[src/hw/rtl/fedg_pkg.sv]
// Shared types and constants for the far-end duck gain with volume block.
// Used by every module of the block; depends on nothing.
package fedg_pkg;

   localparam int SAMPLE_W   = 16;
   localparam int GAIN_W     = 16;
   localparam int STEP_W     = 15;
   localparam int VOLUME_W   = 16;
   localparam int CSR_ADDR_W = 3;
   localparam int CSR_DATA_W = 16;
   localparam int GAIN_FRAC  = 15;
   localparam int VOL_FRAC   = 10;
   localparam int QUEUE_DEPTH = 4;
   localparam int QPTR_W      = $clog2(QUEUE_DEPTH);
   localparam int QCNT_W      = $clog2(QUEUE_DEPTH + 1);

   localparam logic [GAIN_W-1:0]          GAIN_UNITY = 16'h7FFF;
   localparam logic signed [SAMPLE_W-1:0] SAMPLE_MAX = 16'sh7FFF;
   localparam logic signed [SAMPLE_W-1:0] SAMPLE_MIN = -16'sh8000;

   localparam logic [STEP_W-1:0]   STEP_UP_RESET    = 15'd64;
   localparam logic [STEP_W-1:0]   STEP_DOWN_RESET  = 15'd64;
   localparam logic [STEP_W-1:0]   GAIN_FLOOR_RESET = 15'd0;
   localparam logic [VOLUME_W-1:0] VOLUME_RESET     = 16'd1024;

   typedef enum logic [CSR_ADDR_W-1:0] {
      CSR_STEP_UP    = 3'd0,
      CSR_STEP_DOWN  = 3'd1,
      CSR_GAIN_FLOOR = 3'd2,
      CSR_VOLUME     = 3'd3,
      CSR_BYPASS     = 3'd4
   } csr_index_type;

   typedef struct packed {
      logic [STEP_W-1:0]   step_up;
      logic [STEP_W-1:0]   step_down;
      logic [STEP_W-1:0]   gain_floor;
      logic [VOLUME_W-1:0] volume_q10;
      logic                bypass;
   } cfg_type;

   typedef struct packed {
      logic signed [SAMPLE_W-1:0] sample;
      logic [STEP_W-1:0]          gain;
      logic                       scale;
      logic                       vol_en;
   } entry_type;

   typedef struct packed {
      logic              full;
      logic              empty;
      logic [QCNT_W-1:0] count;
   } queue_status_type;

   typedef struct packed {
      logic              s1_valid;
   } back_status_type;

endpackage

[src/hw/rtl/fedg_front.sv]
// Front end: takes items, updates the duck gain and the volume enable latch.
// Depends on fedg_pkg; builds the queue entry that the top level pushes for each item.
module fedg_front (
   input  logic                        clock,
   input  logic                        reset,
   input  fedg_pkg::cfg_type           cfg,
   input  logic                        accept,
   input  logic signed [15:0]          sample_in,
   input  logic                        duck,
   input  logic                        frame_start,
   output fedg_pkg::entry_type         entry,
   output logic [15:0]                 gain
);
   import fedg_pkg::*;

   logic [GAIN_W-1:0] gain_ff, gain_in;
   logic              vol_en_ff, vol_en_in;
   logic [GAIN_W-1:0] floor_ext, step_dn_ext;
   logic [GAIN_W:0]   sum;
   logic              above_floor;

   assign floor_ext   = {1'b0, cfg.gain_floor};
   assign step_dn_ext = {1'b0, cfg.step_down};
   assign above_floor = floor_ext < gain_ff;
   assign sum         = {1'b0, gain_ff} + {2'b00, cfg.step_up};

   always_comb begin
      vol_en_in = vol_en_ff;
      if (frame_start) begin
         vol_en_in = cfg.bypass || !duck || above_floor;
      end
      gain_in = gain_ff;
      priority if (cfg.bypass) begin
         gain_in = gain_ff;
      end else if (duck) begin
         if (above_floor) begin
            gain_in = ((gain_ff - floor_ext) <= step_dn_ext) ? floor_ext
                                                           : gain_ff - step_dn_ext;
         end
      end else if (gain_ff != GAIN_UNITY) begin
         gain_in = (sum > {1'b0, GAIN_UNITY}) ? GAIN_UNITY : sum[GAIN_W-1:0];
      end else begin
         gain_in = gain_ff;
      end
   end

   always_comb begin
      entry.sample = sample_in;
      entry.gain   = gain_ff[STEP_W-1:0];
      entry.scale  = !cfg.bypass && (duck || gain_ff != GAIN_UNITY);
      entry.vol_en = vol_en_in;
   end

   assign gain = gain_ff;

   always_ff @(posedge clock) begin
      if (reset) begin
         gain_ff   <= '0;
         vol_en_ff <= 1'b0;
      end else if (accept) begin
         gain_ff   <= gain_in;
         vol_en_ff <= vol_en_in;
      end
   end

endmodule

[src/hw/rtl/fedg_queue.sv]
// Short entry queue between front and back end.
// Depends on fedg_pkg for the entry type and depth.
module fedg_queue (
   input  logic                          clock,
   input  logic                          reset,
   input  logic                          push,
   input  fedg_pkg::entry_type           push_entry,
   input  logic                          pop,
   output fedg_pkg::entry_type           head,
   output fedg_pkg::queue_status_type    status
);
   import fedg_pkg::*;

   entry_type         slot_ff [QUEUE_DEPTH];
   logic [QPTR_W-1:0] wr_ptr_ff, rd_ptr_ff;
   logic [QCNT_W-1:0] count_ff;

   assign head         = slot_ff[rd_ptr_ff];
   assign status.count = count_ff;
   assign status.full  = count_ff == QCNT_W'(QUEUE_DEPTH);
   assign status.empty = count_ff == '0;

   always_ff @(posedge clock) begin
      if (push) begin
         slot_ff[wr_ptr_ff] <= push_entry;
      end
   end

   always_ff @(posedge clock) begin
      if (reset) begin
         wr_ptr_ff <= '0;
         rd_ptr_ff <= '0;
         count_ff  <= '0;
      end else begin
         if (push) begin
            wr_ptr_ff <= wr_ptr_ff + 1'b1;
         end
         if (pop) begin
            rd_ptr_ff <= rd_ptr_ff + 1'b1;
         end
         unique case ({push, pop})
            2'b10:   count_ff <= count_ff + 1'b1;
            2'b01:   count_ff <= count_ff - 1'b1;
            default: count_ff <= count_ff;
         endcase
      end
   end

endmodule

[src/hw/rtl/fedg_back.sv]
// Back end: gain multiply stage, then volume multiply, saturate and output register.
// Depends on fedg_pkg; drains the entry queue.
module fedg_back (
   input  logic                        clock,
   input  logic                        reset,
   input  fedg_pkg::cfg_type           cfg,
   input  fedg_pkg::entry_type         head,
   input  logic                        head_valid,
   output logic                        pop,
   output logic                        out_valid,
   input  logic                        out_ready,
   output logic signed [15:0]          out_sample,
   output logic                        out_vol_used,
   output fedg_pkg::back_status_type   status
);
   import fedg_pkg::*;

   logic                          s1_valid_ff;
   logic signed [SAMPLE_W-1:0]    s1_sample_ff, s1_sample_in;
   logic                          s1_vol_en_ff;
   logic                          out_valid_ff;
   logic signed [SAMPLE_W-1:0]    out_sample_ff, out_sample_in;
   logic                          out_vol_ff;
   logic                          out_free, s1_free, s1_move;
   logic signed [31:0]            gain_prod;
   logic signed [32:0]            vol_prod;
   logic signed [22:0]            vol_shift;

   assign out_free = !out_valid_ff || out_ready;
   assign s1_move  = s1_valid_ff && out_free;
   assign s1_free  = !s1_valid_ff || out_free;
   assign pop      = head_valid && s1_free;

   assign gain_prod    = head.sample * $signed({1'b0, head.gain});
   assign s1_sample_in = head.scale ? gain_prod[GAIN_FRAC+SAMPLE_W-1:GAIN_FRAC]
                                    : head.sample;

   assign vol_prod  = s1_sample_ff * $signed({1'b0, cfg.volume_q10});
   assign vol_shift = vol_prod[32:VOL_FRAC];

   always_comb begin
      priority if (!s1_vol_en_ff) begin
         out_sample_in = s1_sample_ff;
      end else if (vol_shift > 23'(SAMPLE_MAX)) begin
         out_sample_in = SAMPLE_MAX;
      end else if (vol_shift < 23'(SAMPLE_MIN)) begin
         out_sample_in = SAMPLE_MIN;
      end else begin
         out_sample_in = vol_shift[SAMPLE_W-1:0];
      end
   end

   always_ff @(posedge clock) begin
      if (pop) begin
         s1_sample_ff <= s1_sample_in;
         s1_vol_en_ff <= head.vol_en;
      end
      if (s1_move) begin
         out_sample_ff <= out_sample_in;
         out_vol_ff    <= s1_vol_en_ff;
      end
   end

   always_ff @(posedge clock) begin
      if (reset) begin
         s1_valid_ff  <= 1'b0;
         out_valid_ff <= 1'b0;
      end else begin
         if (s1_free) begin
            s1_valid_ff <= pop;
         end
         if (out_free) begin
            out_valid_ff <= s1_move;
         end
      end
   end

   assign out_valid       = out_valid_ff;
   assign out_sample      = out_sample_ff;
   assign out_vol_used    = out_vol_ff;
   assign status.s1_valid = s1_valid_ff;

endmodule

[src/hw/rtl/far_end_duck_gain_with_volume.sv]
// Top level of the far-end duck gain with volume block: registers, front, queue, back.
// Depends on fedg_pkg, fedg_front, fedg_queue and fedg_back.
//
//   channel  direction  handshake             payload
//   req      in         req_tvalid/req_tready  tdata sample_in, tuser duck, frame_start
//   rsp      out        rsp_tvalid/rsp_tready  tdata sample_out, tuser volume_used
//   csr      in         csr_we                 csr_addr, csr_wdata
//
// One item per cycle sustained while rsp_tready is high; an item goes from its queue slot
// to the gain multiply register and then to the volume multiply output register that drives rsp.
// Synchronous reset: gain to zero, volume enable off, registers to defaults, queue empty.
// req_tready drops only when the four-entry queue is full; a stalled rsp backs up
// through the two multiply registers into the queue.
module far_end_duck_gain_with_volume (
   input  logic        clock,
   input  logic        reset,
   input  logic        req_tvalid,
   output logic        req_tready,
   input  logic [15:0] req_tdata,   // [15:0] sample_in
   input  logic [1:0]  req_tuser,   // [0] duck, [1] frame_start
   output logic        rsp_tvalid,
   input  logic        rsp_tready,
   output logic [15:0] rsp_tdata,   // [15:0] sample_out
   output logic        rsp_tuser,   // [0] volume_used
   input  logic        csr_we,
   input  logic [2:0]  csr_addr,
   input  logic [15:0] csr_wdata
);
   import fedg_pkg::*;

   cfg_type          cfg_ff;
   entry_type        push_entry, head;
   queue_status_type q_status;
   back_status_type  b_status;
   logic             accept, pop;
   logic [GAIN_W-1:0] gain;
   logic signed [SAMPLE_W-1:0] out_sample;

   always_ff @(posedge clock) begin
      if (reset) begin
         cfg_ff.step_up    <= STEP_UP_RESET;
         cfg_ff.step_down  <= STEP_DOWN_RESET;
         cfg_ff.gain_floor <= GAIN_FLOOR_RESET;
         cfg_ff.volume_q10 <= VOLUME_RESET;
         cfg_ff.bypass     <= 1'b0;
      end else if (csr_we) begin
         unique case (csr_addr)
            CSR_STEP_UP:    cfg_ff.step_up    <= csr_wdata[STEP_W-1:0];
            CSR_STEP_DOWN:  cfg_ff.step_down  <= csr_wdata[STEP_W-1:0];
            CSR_GAIN_FLOOR: cfg_ff.gain_floor <= csr_wdata[STEP_W-1:0];
            CSR_VOLUME:     cfg_ff.volume_q10 <= csr_wdata[VOLUME_W-1:0];
            CSR_BYPASS:     cfg_ff.bypass     <= csr_wdata[0];
            default:        cfg_ff            <= cfg_ff;
         endcase
      end
   end

   assign req_tready = !q_status.full;
   assign accept     = req_tvalid && req_tready;

   fedg_front u_front (
      .clock       (clock),
      .reset       (reset),
      .cfg         (cfg_ff),
      .accept      (accept),
      .sample_in   ($signed(req_tdata)),
      .duck        (req_tuser[0]),
      .frame_start (req_tuser[1]),
      .entry       (push_entry),
      .gain        (gain)
   );

   fedg_queue u_queue (
      .clock      (clock),
      .reset      (reset),
      .push       (accept),
      .push_entry (push_entry),
      .pop        (pop),
      .head       (head),
      .status     (q_status)
   );

   fedg_back u_back (
      .clock        (clock),
      .reset        (reset),
      .cfg          (cfg_ff),
      .head         (head),
      .head_valid   (!q_status.empty),
      .pop          (pop),
      .out_valid    (rsp_tvalid),
      .out_ready    (rsp_tready),
      .out_sample   (out_sample),
      .out_vol_used (rsp_tuser),
      .status       (b_status)
   );

   assign rsp_tdata = out_sample;

   a_gain_range: assert property (@(posedge clock) disable iff (reset)
      gain <= GAIN_UNITY)
      else $error("duck gain above unity");

   a_queue_count: assert property (@(posedge clock) disable iff (reset)
      q_status.count <= QCNT_W'(QUEUE_DEPTH))
      else $error("queue count beyond depth");

   a_stage_hold: assert property (@(posedge clock) disable iff (reset)
      b_status.s1_valid && rsp_tvalid && !rsp_tready |=> b_status.s1_valid)
      else $error("gain stage item lost under output stall");

   a_pop_nonempty: assert property (@(posedge clock) disable iff (reset)
      !q_status.empty && !b_status.s1_valid |-> pop)
      else $error("queue head not drained into empty gain stage");

endmodule

[config.mk]
export PLATFORM = sky130hd
export DESIGN_NAME = far_end_duck_gain_with_volume
export DESIGN_NICKNAME = d
export VERILOG_FILES = /design/src/hw/rtl/fedg_pkg.sv /design/src/hw/rtl/fedg_front.sv /design/src/hw/rtl/fedg_queue.sv /design/src/hw/rtl/fedg_back.sv /design/src/hw/rtl/far_end_duck_gain_with_volume.sv
export SDC_FILE = /design/constraint.sdc
export NUM_CORES = 2
export LEC_CHECK = 0
export ABC_CLOCK_PERIOD_IN_PS = 9100
export BUFFER_PORTS_ARGS = -buffer_cell sky130_fd_sc_hd__buf_2
export CORE_UTILIZATION = 45
export DETAILED_ROUTE_END_ITERATION = 10
export SLEW_MARGIN = 25
export SYNTH_ARGS = -nofsm -noshare
export SYNTH_HDL_FRONTEND = slang
export SYNTH_SLANG_ARGS = --single-unit
[constraint.sdc]
create_clock -name clock -period 9.1 [get_ports clock]
set_input_delay 1.365 -clock clock [delete_from_list [all_inputs] [get_ports clock]]
set_output_delay 1.365 -clock clock [all_outputs]
set_load 0.05 [all_outputs]
==> key figures <==
Critical path
  – CP Max Fanout: 21
  – Reg2reg setup slack: 1.16 ns
  – Crit path arrival time: 8.24 ns
  – Startpoint Class: flip-flop
  – CP Data Required Time: 9.40 ns
  – R2r worst-path depth: 27
  – Worst setup EP type: flip-flop
  – FF-to-FF End: u_back.s1_sample_ff[14]
  – Critical path class: reg -> reg
  – Critical path endpoint: u_back.s1_sample_ff[14]

Global routing
  – Total track usage: 22.76%
  – First-pass GRT wire length: 121100 um
  – Pin count of the biggest net entering global routing: 78
  – Total gr overflow: 0
  – Initial antenna violation count: 3
  – Vias in the first global route: 22610

Synth
  – Synthesized instance count: 3085
  – Synth warn: 0
  – Synth Register Bits: 256
  – Avg Synthesized Cell Area: 9.670 um^2
  – Top cell type by total area after synthesis: fa_1
  – Synth top area cells: fa_1, edfxtp_1, ha_1, inv_1, dfxtp_1
  – Sequential share of the synthesized area: 22.75%
  – Commonest cells post-synth: inv_1, fa_1, nand2_1
  – Top FF cell, synth: edfxtp_1
  – Synth top area share: 29.33%
  – Post-synth EDFFs: 166
  – Post-synthesis instance area: 29830 um^2
  – Asr flop ratio synth: 0%
  – Syn_nets: 3824
  – Cell with the most instances after synthesis: inv_1
  – Synth cell types: 82

Route
  – Drt first-iter violations: 1394
  – Via Count: 21230
  – DRC: 0
  – Number of routed nets with antenna violations: 0
  – Final wirelength: 75420 um
  – First drt pass iteration count: 5
  – Via density: 5.345
  – Drt wl/cell: 18.99 um

Die
  – Die Ht: 259.5 um
  – I/O pins: 61
  – Die area: 67320 um^2
  – Core area: 65630 um^2
  – DIE WIDTH: 259.5 um
  – Starting Density: 45.45%
  – FP Rows: 94

CTS
  – Root buffer cell: clkbuf_16
  – H-tree depth: 1
  – Post-CTS Setup Repair Bufs: 0
  – Clk slew on worst S/H paths: 0.06 ns
  – CTS buffer count: 28
  – # resized after CTS: 0
  – CTS Buffer Depth: 3
  – CTS tree: done
  – Post-CTS Hold Buffers: 0
  – Clock Latency Late Sink: 0.59 ns
  – CTS sink count: 256

Layout
  – Synth-to-layout area growth: 6.904%
  – Share of cells above drive strength 1: 6.791%
  – Final nets: 3825
  – Antenna cells: 0
  – Fillers: 6179

Worst hold path
  – WHS Path Cells: 2
  – Hold Crit Class: reg -> reg

STA
  – Setup_tns: 0 ns
  – Clock skew: 0.02009 ns
  – Final Hold Vio Count: 0
  – RSZ-0062 raised after global routing: false
  – Relative slew slack: 26.69%
  – Worst Tran Pin Value: 1.092 ns
  – Final worst-path cycle share: 87.25%
  – Fin crit period: 7.940 ns
  – Max Freq: 125.9 MHz
  – Max-slew violations: 0
  – Setup Viol. Count Final: 0

Placement
  – Port Buffer Count: 60
  – Detailed Place HPWL: 59790 um
  – Final Wtd Congestion: 0.9189

Status
  – Outcome: finished, final reports clean

Job
  – Maxcap violations: 0
[per-stage QoR]
step                std cells  util, %  instance area, um^2  hold slack [ns]  setup slack [ns]
global placement         3920    47.17                30960           0.4435             1.240
global route             3971    48.59                31890           0.4713            0.7825
detailed placement       3920    47.19                30970           0.4474             1.155
CTS                      3971    48.59                31890           0.4552             1.165
floorplan                3085        -                29830           0.4363             1.404
finish                   3971    48.59                31890           0.4548             1.160
[metal layers]
metal  track usage (%)  share of wire, %  wire, um  vias to the layer above
met1             30.50                44     33210                    10790
met2             39.68                49     37080                      482
met5                 0             0.017        13                        -
met3             2.294               4.7      3536                      101
li1                  -                 -         -                     9854
met4             5.033               2.1      1583                        2
[worst max-delay path, cell delays in order, from the launching register on]
cell and delay [ns]:
dfxtp_2 0.69, buf_4 0.38, mux2_2 0.38, o21ai_1 0.58, nor2_1 0.14, fa_1 0.54, inv_1 0.05, fa_1 0.47
inv_1 0.06, ha_1 0.13, inv_1 0.05, fa_1 0.48, inv_1 0.06, fa_1 0.52, inv_1 0.05, fa_1 0.47
inv_1 0.04, ha_1 0.31, a21o_1 0.17, a21o_1 0.17, a211o_1 0.29, a31oi_1 0.32, nor2_1 0.12, nor2_1 0.24
o31ai_2 0.18, a211oi_1 0.48, xor2_1 0.18, mux2i_1 0.08
[worst min-delay path by stage]
| stage | start | end | slack, ns |
|---|---|---|---|
| 2_1_floorplan | cfg_ff[18] | cfg_ff[18] | 0.44 |
| 3_3_place_gp | u_front.vol_en_ff | u_front.vol_en_ff | 0.44 |
| 3_5_place_dp | cfg_ff[39] | cfg_ff[39] | 0.45 |
| 4_1_cts | cfg_ff[39] | cfg_ff[39] | 0.46 |
| 5_1_grt | cfg_ff[40] | cfg_ff[40] | 0.47 |
| 6_report | cfg_ff[39] | cfg_ff[39] | 0.45 |
[cells in the final DEF, fill, tap and decap left out, types with 27 or more instances in the layout]
master	instances
a21o_1	48
o21ai_0	57
ha_1	260
nor2_1	168
inv_1	563
nand2_1	428
buf_2	60
nor2b_1	31
fa_1	437
xnor2_1	47
a21oi_1	119
edfxtp_1	166
nand2b_1	27
and2_1	141
xor2_1	27
dfxtp_1	88
clkbuf_16	28
o21a_1	31
mux2i_1	33
[sequential cells by signal, summed over array words and instances, names as in the netlist, named ones only]
register and flops:
u_queue.count_ff 3, u_back.status 1, cfg_ff 62, u_back.out_vol_used 1
u_back.out_valid 1, u_back.s1_vol_en_ff 1, u_front.vol_en_ff 1, u_queue.rd_ptr_ff 2
u_queue.slot_ff 132, u_queue.wr_ptr_ff 2, u_front.gain 16, u_back.s1_sample_ff 16
u_back.out_sample 16
[kinds of logic (layout without fill, tap and decap cells)]
logic type                 after synthesis  in the layout  synth area share (%)
and+or+nand+nor                        921            921                 14.27
adders and majority gates              697            697                 40.23
buffers and inverters                  678            700                 8.649
AOI/OAI and AO/OA                      387            387                 8.745
DFF                                    256            256                 22.75
xor gates and xnor gates                74             74                 2.173
muxes                                   72             72                 3.179
[layout make-up]
type	instances	area [um^2]	share of cell area [%]
tap	864	1081	3.390
inverter	563	2113	6.627
timing repair buffer	86	495.5	1.554
multi-input combinational	2151	20490	64.25
clock buffer	34	743.2	2.331
clock inverter	17	177.7	0.5571
sequential	256	6789	21.29
Power is left out: the tool's default activity adds up to more than one toggle a clock period on the data nets, which glitch-free logic cannot reach.
